**src/rtl/stt_alu.sv**
```systemverilog
// Shared time unit: now plus an interval, and the deadline-passed compare.
`default_nettype none

module stt_alu (
  input  wire logic [63:0] now,
  input  wire logic [63:0] addend,
  input  wire logic [63:0] deadline,
  output logic      [63:0] sum,
  output logic             due
);

  assign sum = now + addend;   // wraps mod 2^64
  assign due = (now >= deadline);

endmodule

`default_nettype wire

```
**config.mk**
```make
export PLATFORM = sky130hd
export DESIGN_NAME = stt_alu
export DESIGN_NICKNAME = d
export VERILOG_FILES = /design/src/rtl/stt_alu.sv
export SDC_FILE = /design/constraint.sdc
export NUM_CORES = 1
export LEC_CHECK = 0
export ABC_CLOCK_PERIOD_IN_PS = 9400
export BUFFER_PORTS_ARGS = -buffer_cell sky130_fd_sc_hd__buf_2
export CELL_PAD_IN_SITES_DETAIL_PLACEMENT = 2
export CELL_PAD_IN_SITES_GLOBAL_PLACEMENT = 2
export CORE_MARGIN = 2
export CORE_UTILIZATION = 27
export DETAILED_ROUTE_END_ITERATION = 6
export PLACE_DENSITY = 0.9
export SYNTH_ARGS = -nofsm -noshare
export SYNTH_HDL_FRONTEND = slang
export SYNTH_SLANG_ARGS = --single-unit
```
**constraint.sdc**
```tcl
create_clock -name vclk -period 9.4
set_input_delay 1.41 -clock vclk [all_inputs]
set_output_delay 1.41 -clock vclk [all_outputs]
set_load 0.03 [all_outputs]
```
Word-level counts from Yosys, hierarchy flattened
Cells that the tools add are included.
{ "word_totals": {"regBits": 0, "latchBits": 0, "ram_bits": 0, "romBits": 0, "in_bits": 192, "memories": 0} }
{ "op_classes": {"addsub": 1, "n_mul": 0, "n_div": 0, "magnitude_cmp": 1, "eq_ne": 0, "shift": 0, "mux": 0, "bitwise_logic": 0, "n_reduce_logical": 0} }
{ "ops": {"columns": ["cell", "count"], "rows": [
  ["64-bit adder", 1],
  ["64-bit >= comparator", 1]
]} }

Longest topological paths before layout
{ "depth": {"depth_word": 1, "mapped_depth": 11, "mapped_depth_nobuf": 11} }

Worst setup path before layout
Ideal clock, no wire load.
{ "synth_timing": {"kind": "in2out", "startpoint": "input now[0]", "endpoint": "output sum[34]", "arrival_ns": 4.160, "required_time_ns": 7.990, "path_slack_ns": 3.830, "path_stages": 11, "cell_sequence": "ha_1 -> fa_1 -> a21o_1 -> a221oi_2 -> o21ai_1 -> a31o_1 -> a31o_2 -> a21o_1 -> a21oi_1 -> o21ai_0 -> xor2_1"} }
{ "synth_between": {"elab_chain_cells": 1} }
{ "synth_lines": {"columns": ["element", "line_no", "source"], "rows": [
  ["start, declared", "5", "input wire logic [63:0] now,"],
  ["64-bit adder", "12", "assign sum = now + addend;"],
  ["end, declared", "8", "output logic [63:0] sum,"]
]} }
No other way between the ends.

Worst setup path in the final report
{ "layout_timing": {"startpoint": "input now[0]", "endpoint": "output sum[56]"} }
The elaborated chain is that of the path after synthesis.

==> results.txt <==
----------------------------------------------------
[Run status]
  Result of the run ... complete, no violations

[Drt]
  Starting DRT DRC Count ... 160
  Total wire length ... 24.6 mm
  DRC viols ... 0
  DR WL/cell ... a little under 20 µm
  DRT Pass-1 Iters ... 4
  Final ANT Viol Nets ... 0
  Routed via count ... ~6,700
  DR vias/cell ... roughly 5.3

[Placement]
  I/O Buffers ... roughly 260
  GPL Wtd Cong ... ~0.88
  DP Wirelength ... around 23 mm
  Placed Cells incl. Taps ... 1,273
  Post-DP Area ... slightly below 7000 µm²

[Die]
  FP Rows ... just over 50
  Chip height ... 145 µm
  Starting Density ... 0.275
  Full die area ... 20,900 µm²
  Top Ports ... 257
  Core box area ... 19,500 µm²
  Die width ... ~140 µm

[Power]
  Power Dens Cells ... approximately 90 nW/µm²
  Switching power share of the total ... 0.652
  Power share of the combinational group ... 1.000
  Part of the power in the clock network ... 0
  Internal ... about 210 µW
  Tot Pwr ... roughly 600 µW
  Worst vdd ir ... between 0.05 and 0.06 mV
  Leakage power of the design ... between 3 and 4 nW
  Switch Pwr ... a little over 400 µW
  Portion of total power attributed to sequential cells ... 0

[Worst hold path]
  Kind of path behind the tightest hold check ... input port to primary output

[Yosys]
  Arithmetic-cell share of the synthesized area counting full adders, half adders and majority gates ... 0.301
  Synth top cells by count ... sky130_fd_sc_hd__ha_1 (127), sky130_fd_sc_hd__a21oi_1 (101), sky130_fd_sc_hd__inv_1 (80), sky130_fd_sc_hd__a21o_1 (59), sky130_fd_sc_hd__nand2_1 (59)
  Synth top area share ... 0.297
  Cell type contributing the most total cell area after synthesis ... sky130_fd_sc_hd__ha_1
  Top post-synthesis cells by area ... sky130_fd_sc_hd__ha_1 (30%), sky130_fd_sc_hd__a21oi_1 (9.5%), sky130_fd_sc_hd__a21o_1 (8.3%)
  Post-synthesis xor/xnor area fraction ... 0.0983
  Multiplexer share of the synthesized area ... 0
  Cell with the most instances after synthesis ... sky130_fd_sc_hd__ha_1
  Sequential area share after synthesis ... 0
  Number of instances in the synthesized netlist ... 779
  Synth Area in Compound Gates ... 0.339
  Number of distinct library cells after synthesis ... 53
  Average size of a mapped cell ... around 6.9 µm²
  Synthesis Warnings ... 0
  Simple logic cell fraction of the synthesized area ... 0.181
  Post-Synthesis Net Count ... around 1,100
  Largest family of logic cells by synthesized area ... compound AO/OA/AOI/OAI gates
  Netlist area before placement ... about 5300 µm²

[Finish]
  Layout Cell Area excl Fill ... slightly below 7000 µm²
  Layout net count ... approximately 1,300
  Clock Buffer Count ... 0
  FFs & Latches ... 0
  Area overhead of the layout relative to synthesis ... 28.1%
  Filler cell count ... 2,401
  Fraction of layout cells with a size suffix above 1 ... 0.269
  Combined flip-flop and latch cell area ... 0 µm²
  Final Non-Filler Cells ... roughly 1,300

[Worst setup path]
  Most common cell on crit path ... sky130_fd_sc_hd__buf_2
  Worst-path fanout max ... 5
  Crit path capture type ... primary output
  Gate family responsible for the most delay along the worst path ... compound AO/OA/AOI/OAI gates
  Setup crit start kind ... input port
  CP Class ... input port to primary output
  CP max stage delay ... ~0.41 ns
  Critical path buffer and inverter count ... 2
  Worst endpoint required time ... around 8.0 ns
  Worst path cell trace ... buf_2 > ha_1 > fa_1 > a21o_1 > a221oi_2 > o211a_1 > a22oi_1 > nor3b_1 > o31ai_2 > o21ai_1 > a31oi_1 > xnor2_1 > buf_2
  Signal arrival time at the worst endpoint ... between 4 and 5 ns
  Cell type of the slowest stage on the worst timing path ... sky130_fd_sc_hd__fa_1

[STA]
  Unrepaired setup endpoints after global routing ... no
  Fin crit period ... between 6 and 7 ns
  Setup-failing EPs final ... 0
  Worst slack on hold paths ... 3.19 ns
  Final count of hold timing violations ... 0
  Number of max-slew violations in the final report ... 0
  Transition time of the tightest slew-check pin ... about 0.8 ns
  Rel. slew slack ... 0.446
  Post-route clock period utilization ... 0.647
  FMAX ... 0.165 GHz
  Final-layout setup total negative slack ... 0 ns

[Global routing]
  Largest net degree at the start of global routing ... 10
  Grt total ovfl ... 0
  Initial antenna violation count ... 8
  GR Util All Layers ... 0.226
  First-pass GRT wire length ... between 30 and 40 mm
  Via count of the first global-routing pass ... 7,385

[Flow run]
  Max-cap check violation count ... 0

[Clocking]
  Cts repair resizes ... 0
  Hold-fix buffers at CTS ... 0
  Number of buffers inserted by post-CTS setup repair ... 0

----------------------------------------------------
-- cell type report --
class | count | area, µm² | area share
multi-input cells | 670 | 4910 | 0.718
diodes | 4 | 10.0 | 0.00146
inverters | 81 | 304 | 0.0444
well taps | 265 | 332 | 0.0484
repair buffers | 257 | 1290 | 0.188
-- kinds of logic (layout without fill, tap and decap cells) --
family	count (synthesis)	in the layout
AO/OA/AOI/OAI	283	283
adder cells (fa/ha/maj)	128	128
other	0	4
buffers and inverters	109	338
XOR/XNOR	60	60
AND/OR/NAND/NOR	199	199
-- tightest hold or removal path: stages --
cell	delay, ns
sky130_fd_sc_hd__buf_2	0.08
sky130_fd_sc_hd__ha_1	0.11
sky130_fd_sc_hd__buf_2	0.18
-- path summary, 6_finish.rpt --
check	startpoint	to	slack, ns	depth (start not counted)
max	now[0]	sum[56]	3.32	13
min	addend[0]	sum[0]	3.19	3
-- power groups by stage --
stage,sequential [mW],combinational [mW],clock (mW)
after floorplan,0,0.408,0
after global placement,0,0.595,0
final,0,0.618,0.0000000571
after detailed placement,0,0.618,0
after CTS,0,0.621,0
after global routing,0,0.673,0.0000000285
-- per-stage QoR --
step	worst slack, ns	utilization
final	3.32	0.352
after global routing	3.08	0.352
after CTS	3.29	0.351
after detailed placement	3.29	0.351
after global placement	3.37	0.351
after floorplan	3.83	-
-- metal layers --
metal	GRT usage	wire length [µm]
met5	0	59
met3	0.0329	1570
met1	0.263	9960
met2	0.443	12700
met4	0.0317	327
-- layout by cell type, fill, tap and decap left out, types with 36 or more instances in the layout --
cell type / Yosys / final
sky130_fd_sc_hd__a21oi_1: 101 / 101
sky130_fd_sc_hd__nand2_1: 59 / 59
sky130_fd_sc_hd__a21o_1: 59 / 59
sky130_fd_sc_hd__inv_1: 80 / 80
sky130_fd_sc_hd__buf_2: 16 / 257
sky130_fd_sc_hd__ha_1: 127 / 127
sky130_fd_sc_hd__o21ai_0: 44 / 44
sky130_fd_sc_hd__nand4_1: 36 / 36
sky130_fd_sc_hd__xnor2_1: 39 / 39
sky130_fd_sc_hd__nor2_1: 46 / 46
No activity file was read; power rests on OpenSTA's default activity.
